--- src/design/cle_pkg.sv ---
// shared types, constants and codes for the cursor line editor
`timescale 1ns / 1ps
`default_nettype none
package cle_pkg;

  localparam int CAPACITY  = 4096;
  localparam int ADDR_W    = $clog2(CAPACITY);
  localparam int CNT_W     = $clog2(CAPACITY + 1);
  localparam int OUT_CNT_W = 13;
  localparam int POS_W     = 12;

  localparam int QDEPTH = 2;
  localparam int QPTR_W = $clog2(QDEPTH);
  localparam int QCNT_W = $clog2(QDEPTH + 1);

  localparam logic [2:0] OP_LEFT   = 3'd0;
  localparam logic [2:0] OP_RIGHT  = 3'd1;
  localparam logic [2:0] OP_BACK   = 3'd2;
  localparam logic [2:0] OP_INSERT = 3'd3;
  localparam logic [2:0] OP_READ   = 3'd4;

  typedef enum logic [1:0] {
    ST_DONE  = 2'd0,
    ST_EDGE  = 2'd1,
    ST_FULL  = 2'd2,
    ST_RANGE = 2'd3
  } status_e_t;

  typedef enum logic [2:0] {
    CMD_LEFT,
    CMD_RIGHT,
    CMD_BACK,
    CMD_INSERT,
    CMD_READ,
    CMD_NOP
  } cmd_kind_t;

  typedef enum logic [1:0] {
    BK_IDLE,
    BK_MOVE,
    BK_READ
  } back_state_t;

  typedef struct packed {
    logic [2:0]       opcode;
    logic [7:0]       char_in;
    logic [POS_W-1:0] position;
  } in_item_t;

  typedef struct packed {
    logic [7:0]           char_out;
    logic [1:0]           status;
    logic                 is_last;
    logic [OUT_CNT_W-1:0] text_length;
    logic [OUT_CNT_W-1:0] cursor_pos;
  } out_item_t;

  typedef struct packed {
    cmd_kind_t        kind;
    logic [7:0]       ch;
    logic [POS_W-1:0] pos;
  } cmd_t;

  // queue status and read side as seen by the back end
  typedef struct packed {
    logic empty;
    cmd_t head;
  } q_rd_t;

endpackage
`default_nettype wire

--- src/design/cle_cmd_fifo.sv ---
// short command queue between front and back ends
`timescale 1ns / 1ps
`default_nettype none
module cle_cmd_fifo (
  input  wire                clk,
  input  wire                rst,
  input  wire                wr,
  input  wire cle_pkg::cmd_t wdata,
  input  wire                rd,
  output logic               q_full,
  output cle_pkg::q_rd_t     q_out
);
  import cle_pkg::*;

  cmd_t              entries [QDEPTH];
  logic [QPTR_W-1:0] wr_ptr;
  logic [QPTR_W-1:0] rd_ptr;
  logic [QCNT_W-1:0] count;

  logic do_wr;
  logic do_rd;

  assign q_full      = (count == QCNT_W'(QDEPTH));
  assign q_out.empty = (count == '0);
  assign q_out.head  = entries[rd_ptr];

  assign do_wr = wr && !q_full;
  assign do_rd = rd && !q_out.empty;

  always_ff @(posedge clk) begin
    if (rst) begin
      wr_ptr <= '0;
      rd_ptr <= '0;
      count  <= '0;
    end else begin
      if (do_wr) begin
        wr_ptr <= (wr_ptr == QPTR_W'(QDEPTH - 1)) ? '0 : wr_ptr + 1'b1;
      end
      if (do_rd) begin
        rd_ptr <= (rd_ptr == QPTR_W'(QDEPTH - 1)) ? '0 : rd_ptr + 1'b1;
      end
      if (do_wr && !do_rd) begin
        count <= count + 1'b1;
      end else if (do_rd && !do_wr) begin
        count <= count - 1'b1;
      end
    end
  end

  always_ff @(posedge clk) begin
    if (do_wr) begin
      entries[wr_ptr] <= wdata;
    end
  end

endmodule
`default_nettype wire

--- config.mk ---
export PLATFORM = sky130hd
export DESIGN_NAME = cle_cmd_fifo
export DESIGN_NICKNAME = d
export VERILOG_FILES = /design/src/design/cle_pkg.sv /design/src/design/cle_cmd_fifo.sv
export SDC_FILE = /design/constraint.sdc
export NUM_CORES = 1
export LEC_CHECK = 0
export BUFFER_PORTS_ARGS = -buffer_cell sky130_fd_sc_hd__buf_2
export CELL_PAD_IN_SITES_DETAIL_PLACEMENT = 2
export CELL_PAD_IN_SITES_GLOBAL_PLACEMENT = 2
export CORE_ASPECT_RATIO = 0.8
export CORE_MARGIN = 2
export CORE_UTILIZATION = 35
export CTS_BUF_LIST = sky130_fd_sc_hd__clkbuf_8
export DETAILED_ROUTE_END_ITERATION = 8
export GPL_TIMING_DRIVEN = 0
export PLACE_DENSITY = 0.75
export SLEW_MARGIN = 20
export SYNTH_ARGS = -nofsm -noshare
export SYNTH_HDL_FRONTEND = slang
export SYNTH_SLANG_ARGS = --single-unit
--- constraint.sdc ---
create_clock -name clk -period 2.65 [get_ports clk]
set_clock_uncertainty 0.2 [all_clocks]
set_input_delay 0.265 -clock clk [delete_from_list [all_inputs] [get_ports clk]]
set_output_delay 0.265 -clock clk [all_outputs]
set_load 0.05 [all_outputs]
==> results of run 1 <==
[logic make-up (layout without fill, tap and decap cells)]
family          count (synthesis)  count (layout)  share of synthesized area (%)
compound gates                  5               5                           1.34
xor+xnor                        3               3                           1.41
fa+ha+maj                       1               1                          0.670
buf+inv                         4              87                          0.938
flops                          51              51                           79.3
mux                            23              23                           13.9
simple gates                    9               9                           2.48
[power by group through the flow]
stage               registers (mW)  clock network (mW)  logic, mW
finish                        1.07               0.419       1.02
floorplan                     1.07                   0      0.777
detailed placement            1.09                   0      0.999
global route                  1.09               0.468       1.08
global placement              1.07                   0      0.963
CTS                           1.07               0.434       1.03
[what timing repair did]
| item | CTS | global route |
|---|---|---|
| hold buffers | 24 | 0 |
| hold endpoints to repair | 48 | 0 |
| resized for setup | 0 | 0 |
[how the worst max path moves through the flow]
stage	slack, ps	to	startpoint	cells after the start
after floorplan	610	count[1]	count[1]	5
after detailed placement	430	entries[0][21]	count[0]	3
after CTS	420	entries[0][21]	count[0]	3
after global routing	300	entries[0][21]	count[0]	3
after global placement	520	entries[1][16]	count[0]	3
final	470	entries[0][10]	count[0]	3
[area by class of cell]
type / count / share of cell area (%)
multi-input combinational: 41 / 14.7
timing repair buffer: 75 / 19.6
buffer: 2 / 0.397
sequential: 51 / 58.7
tap: 62 / 3.08
clock inverter: 3 / 0.446
clock buffer: 5 / 2.73
inverter: 2 / 0.298
[cell usage in the layout (no fill, tap or decap)]
| cell type | instances |
|---|---|
| buf_2 | 53 |
| edfxtp_1 | 46 |
| dlygate4sd3_1 | 24 |
| mux2_2 | 23 |
| nor2_1 | 5 |
| dfxtp_1 | 5 |
| clkbuf_8 | 5 |
| inv_1 | 3 |
| o21ai_0 | 3 |
| xor2_1 | 3 |
| or3_1 | 2 |
| a21oi_1 | 2 |
| clkinv_1 | 2 |
| nor2b_2 | 1 |
| and2_2 | 1 |
| ha_1 | 1 |
[sequential cells by signal, indices dropped and copies added, names as in the netlist, named ones only]
signal	flops
count	2
rd_ptr	1
entries	46
wr_ptr	1
[per-layer routing]
| layer | up-vias | part of all wire (%) | GRT usage [%] |
|---|---|---|---|
| li1 | 529 | - | - |
| met1 | 548 | 42 | 18.5 |
| met2 | 33 | 53 | 27.8 |
| met3 | 7 | 3.5 | 3.33 |
| met4 | 0 | 1.6 | 6.35 |
| met5 | - | 0 | 0 |
[worst max-delay path, stage by stage (launching register included)]
cell	delay, ps
dfxtp_1	450
nor2b_2	90
or3_1	350
inv_1	710
[per-stage QoR]
stage	std cells	utilization [%]	cell area [um^2]
after detailed placement	209	43.5	2200
after global placement	209	43.5	2200
after CTS	241	49.8	2520
after global routing	241	49.8	2520
after floorplan	96	-	1870
final	241	49.8	2520
==> run summary, run 1 <==
Across all hold checks on the routed design, the worst slack comes to 194 ps. The logs give 36.9% for the initial cell density of the core and 1.49 mW for the internal power component. Sequential cells burn 42.7% of the power. In the routed design, unresolved DRC markers number 0. STA classifies the critical path startpoint as a register. Across every metal layer, demand over resource in global routing totals 15.7%. The total power density per cell area was 993 nW/um^2; the area of the multi-input gates was 370 um^2. The logs give 0 for the number of warnings issued by yosys and 5940 um^2 for the die footprint. The logs give 6940 um for the wire length of the first global-routing pass and 0 for the count of antenna-violating nets left after detailed routing. The logs give 36.5% for the headroom to the max-slew limit and 4270 um for the total wire length after detailed routing. The critical path data arrival time was 1910 ps; the net count after synthesis was 124. The highest clock rate is 459 MHz. The width of the die was 85.7 um.

The average footprint of a synthesized cell was 19.5 um^2. For the maximum number of pins on one net before global-route repair, the log shows 24. The flop and latch count out of synthesis is 51, and the critical path data required time is 2380 ps. The number of flops mapped to enable cells by yosys came out at 46. TritonCTS built the clock tree.

The cell depth of the worst hold path works out to 4. Setup violations remaining at the end of the flow were counted as 0. Setup repair after global routing left no endpoint under its margin. After synthesis the cells add up to 1870 um^2. The logs give 16.7% for the clock power share and 0 for the max-capacitance violation count. The pre-antenna-repair detailed-routing pass consisted of 4 iterations. Dividing the detail-routed wire length by the instance count gives 17.7 um. After layout, the design draws a total of 2.50 mW. The number of nets in the layout was 206; the share of synthesized flip-flops with an asynchronous set or reset was 0%. The hold path endpoint is wr_ptr.

For the DRC violation total after the first TritonRoute iteration, the log shows 45. The worst register-to-register path has a setup slack of 470 ps. Of the total power, the share spent switching nets is 40.6%. Counting instances in the post-synthesis netlist gives the leading cell types as edfxtp_1 (46), mux2_2 (23), dfxtp_1 (5), nor2_1 (5). Of the available clock period, the critical path in the final layout requires 82.2%. The overall die height was 69.3 um.

The source of the worst register-to-register timing path is count[0]. The end of the worst register-to-register path is entries[0][10]. The number of ports placed on the die boundary is 52, and the final critical delay including setup and external delays is 2180 ps. The portion of total power attributed to combinational logic came out at 40.5%. After detailed routing, the number of vias per cell comes to 4.63. No sink is reached through more buffers than the 2 on the longest clock path. In the final layout, the share of cells above drive strength 1 is 46.4%.

In this run the worst hold path is classified as input pin to register. The run gives 51 as the number of sinks on the clock net. The flow ran to the end, and the final reports show no timing, DRC or antenna violations. The most used flip-flop cell after synthesis is edfxtp_1.

The post-DP HPWL is 2880 um, and the fraction of post-synthesis cell area in the top cell type by area is 73.9%. The worst hold path begins at wr. The share of the Yosys chip area taken by registers is 79.3%. The final weighted congestion in routability-driven placement is 0.700, and the vias after detailed routing is 1117. Ranked by total cell area, the synthesized netlist is headed by edfxtp_1 (74%), mux2_2 (14%), dfxtp_1 (5.4%). Summed over all layers, the global routing overflow is 0. The number of antenna violations at the first check in global routing was 0. The run gives 0 as the number of hold-slack violations in the final timing report. The leakage power summed over all cells came out at 0.971 nW. For the least setup slack across all paths after layout, the log shows 471 ps. The cell count after synthesis came out at 96.

OpenSTA, run right after detailed placement, puts the worst setup slack at 431 ps. The clock buffer count from CTS came out at 5. Buffers placed on the I/O ports in this run total 51. The clock tree synthesis step divided the H-tree into 2 levels.

For the number of global-route vias before repair, the log shows 1334. After floorplanning, the core was divided into 23 placement rows. The repair_antennas step left the layout with diodes totalling 0. The post-CTS clock slew at the launch and capture registers of the worst setup and hold paths is 90 ps, and the power spent charging and discharging nets is 1.02 mW. The worst IR drop on VDD was 506 uV.

The most common cell in the synthesized netlist is edfxtp_1. Area overhead of the layout relative to synthesis: 35.0%. The pin slew with the least headroom to its limit is 952 ps. Kind of end point of the critical path: a register. At the later pin of the worst-skew pair, clock insertion delay measures 300 ps. In this run the worst path has a maximum fanout of 23.

The logs give 0 for the buffers inserted during post-CTS setup optimization and 1480 um^2 for the total area of sequential cells. The count of pins over their slew limit is 0. The count of unique library cells instantiated by Yosys came out at 13. The biggest area contributor in the post-synthesis netlist is edfxtp_1. The clock tree root buffer cell is clkbuf_8. The total area inside the core boundary comes to 5060 um^2. The setup path with the least slack is of type register to register. The number of cells on the worst reg-to-reg path was 3; the setup TNS was 0 ps. The layout has 493 filler cells.
No activity file was read; power rests on OpenSTA's default activity.
==> inputs of run 2 (changes only) <==
--- a/config.mk
+++ b/config.mk
@@ -10,11 +10,11 @@
 export CELL_PAD_IN_SITES_GLOBAL_PLACEMENT = 2
 export CORE_ASPECT_RATIO = 0.8
 export CORE_MARGIN = 2
-export CORE_UTILIZATION = 35
+export CORE_UTILIZATION = 34
 export CTS_BUF_LIST = sky130_fd_sc_hd__clkbuf_8
 export DETAILED_ROUTE_END_ITERATION = 8
 export GPL_TIMING_DRIVEN = 0
-export PLACE_DENSITY = 0.75
+export PLACE_DENSITY = 0.77
 export SLEW_MARGIN = 20
 export SYNTH_ARGS = -nofsm -noshare
 export SYNTH_HDL_FRONTEND = slang
==> constraint.sdc (replaced) <==
create_clock -name clk -period 1.8 [get_ports clk]
set_clock_uncertainty 0.2 [all_clocks]
set_input_delay 0.18 -clock clk [delete_from_list [all_inputs] [get_ports clk]]
set_output_delay 0.18 -clock clk [all_outputs]
set_load 0.05 [all_outputs]
==> run 2 against run 1 <==
Final cell count grew 2.9%. Utilization shrank 0.45 points. Wire length grew 1.5%. Flip-flop and latch count is the same. Non-clock buffer count grew 3. Sequential share of layout area shrank 2.6 points. Power grew 57%. Critical path depth is the same. Via count grew 2.4%. Combinational power grew 66%. Largest power group is now combinational cells.
==> run summary, run 2 (synthesis results as in run 1) <==
The library cell used most frequently in the layout, excluding fill and tap cells, is edfxtp_1. The first detailed-routing pass ran for 2 iterations. Measured along the x axis, the die boundary spans 86.9 um. In the final layout, the registers with the most flip-flops are entries: 46 flops, count: 2 flops. For this design the total switching power over the nets is 1.56 mW.

For the worst setup path, the data required time is 1420 ps. The count of pins over their slew limit is 0, and the headroom to the max-slew limit is 76.9%. Cells fill 49.3% of the core in the end. Floorplan row count: 24.

Entering global routing, the biggest net connects 24 pins. For the number of nets in the layout, the log shows 210. The tools report the total global routing overflow as 0.

The library cells used most frequently in the layout, excluding fill and tap cells, are edfxtp_1 (46), buf_2 (38), dlygate4sd3_1 (24). The clock network is responsible for 16.3% of the overall power. The final route contains 1144 vias. The initial cell density of the core is 34.8%, and the clock buffer count from CTS is 5. The total power density per cell area was 1480 nW/um^2. The die footprint came out at 6110 um^2. No sink is reached through more buffers than the 2 on the longest clock path. The post-DP HPWL was 2750 um; the pin slew with the least headroom to its limit was 347 ps. Final instance area: 2650 um^2. The clock period could shrink to 1740 ps. Tightest hold margin: 61.8 ps. The tree built by TritonCTS fans out to 51 sinks.

The wire length of the first global-routing pass is 6670 um. The run gives 0 as the max-capacitance violation count. Once detail routing completed, the nets flagged for antenna violations numbered 0. The register with the most flip-flops in the final layout is entries.

Along the worst path, the maximum fanout reaches 10. The number of flip-flops in the largest register works out to 46. The worst hold path belongs to the class input pin to register.

Count of input and output buffers: 51. The number of ports placed on the die boundary is 52, and the switching portion of total power is 39.8%. After the flow finishes, the layout carries non-filler instances totaling 248. The area overhead of the layout relative to synthesis was 42.0%. The root buffer cell chosen for the clock tree is clkbuf_8. The internal power of the cells totals 2.36 mW. In the global route stage, overall resource usage came out at 14.8%. VDD sags by at most 767 uV.

In this run, the number of DRC markers left after iteration 0 of detailed routing was 29. Critical path data arrival time: 1360 ps. Measured along the y axis, the die boundary spans 70.3 um.

The logs give 5380 um^2 for the area of the core region and 0 for the number of antenna violations at the first check in global routing. The run gives -113 ps as the minimum setup slack after placement. The flow ran to the end, and the final reports show no timing, DRC or antenna violations. Setup repair after global routing left no endpoint under its margin. The run gives 0 as the diode insertion count for antenna repair. Clock-pin slew was measured on the worst setup and hold paths at 90 ps.

The later pin in the worst-skew pair is clocked with a latency of 290 ps. In the final routed layout, each cell accounts on average for 17.5 um. The number of global-route vias before repair is 1309, and the post-detailed-route DRC marker count is 0. The kind of end point of the critical path is an output port.

For the portion of total power attributed to combinational logic, the log shows 43.0%. STA classifies the critical path startpoint as a register. Once placement finished, the instance area stood at 2210 um^2.

Static timing analysis puts the maximum clock frequency at 573 MHz. In the final layout, the share of cells above drive strength 1 is 54.1%. Number of hold-slack violations in the final timing report: 0.

Critical path class: register to output port. Of the total power, registers draw 40.7%. The analysis attributes to cell leakage a power of 1.00 nW. The setup TNS is 0 ps.

The final clock period utilization by the worst path came out at 96.9%. At the end of routability-driven placement, the weighted congestion stood at 0.729. For the number of placed instances with taps included, the log shows 212. TritonCTS built the clock tree. The clock tree synthesis step divided the H-tree into 2 levels. The total design power is 3.92 mW. Wires add up to 4330 um.

Across all setup checks in the final design, the least slack found is 56.0 ps. The via-per-instance ratio works out to 4.61. The tools report the final number of setup-violating endpoints as 0.
run 2: routing by layer:
metal | part of all wire, % | vias up | global-route usage (%)
met4 | 1.5 | 0 | 6.25
met1 | 40 | 565 | 16.6
met2 | 55 | 34 | 26.5
li1 | - | 539 | -
met3 | 3.7 | 6 | 3.55
met5 | 0 | - | 0
run 2: worst paths after layout:
path,startpoint,to,slack [ps],cells after the start
setup reg to reg,count[1],count[1],70,5
hold / removal,rd,rd_ptr,60,4
hold reg to reg,wr_ptr,wr_ptr,330,2
setup / recovery,register,q_out[2],60,3
run 2: final cells by class:
type / count / area [um^2]
flip-flops and latches: 51 / 1490
repair buffers: 78 / 551
inverters: 2 / 11.3
fillers: 510 / 2720
well taps: 65 / 81.3
multi-input cells: 41 / 394
clock buffers: 5 / 68.8
repair inverters: 1 / 7.51
plain buffers: 2 / 30.0
clock inverters: 3 / 18.8
run 2: timing repair:
action | 4_1_cts | 5_1_grt
setup endpoints to repair | 67 | 22
pin swaps | 0 | 1
gates cloned | 1 | 0
setup buffers | 0 | 3
endpoints found under the hold margin | 51 | 0
gates resized for setup | 23 | 11
hold buffers | 24 | 0
run 2: critical path, stage by stage (launching register included):
cell	delay, ps
dfxtp_4	380
buf_8	150
mux2_2	330
buf_2	210
run 2: power groups by stage:
stage / Clock, mW / Combinational [mW] / Sequential, mW
final: 0.641 / 1.69 / 1.60
after global routing: 0.704 / 1.78 / 1.62
after CTS: 0.674 / 1.62 / 1.59
after detailed placement: 0 / 1.48 / 1.61
after global placement: 0 / 1.43 / 1.58
after floorplan: 0 / 1.16 / 1.57
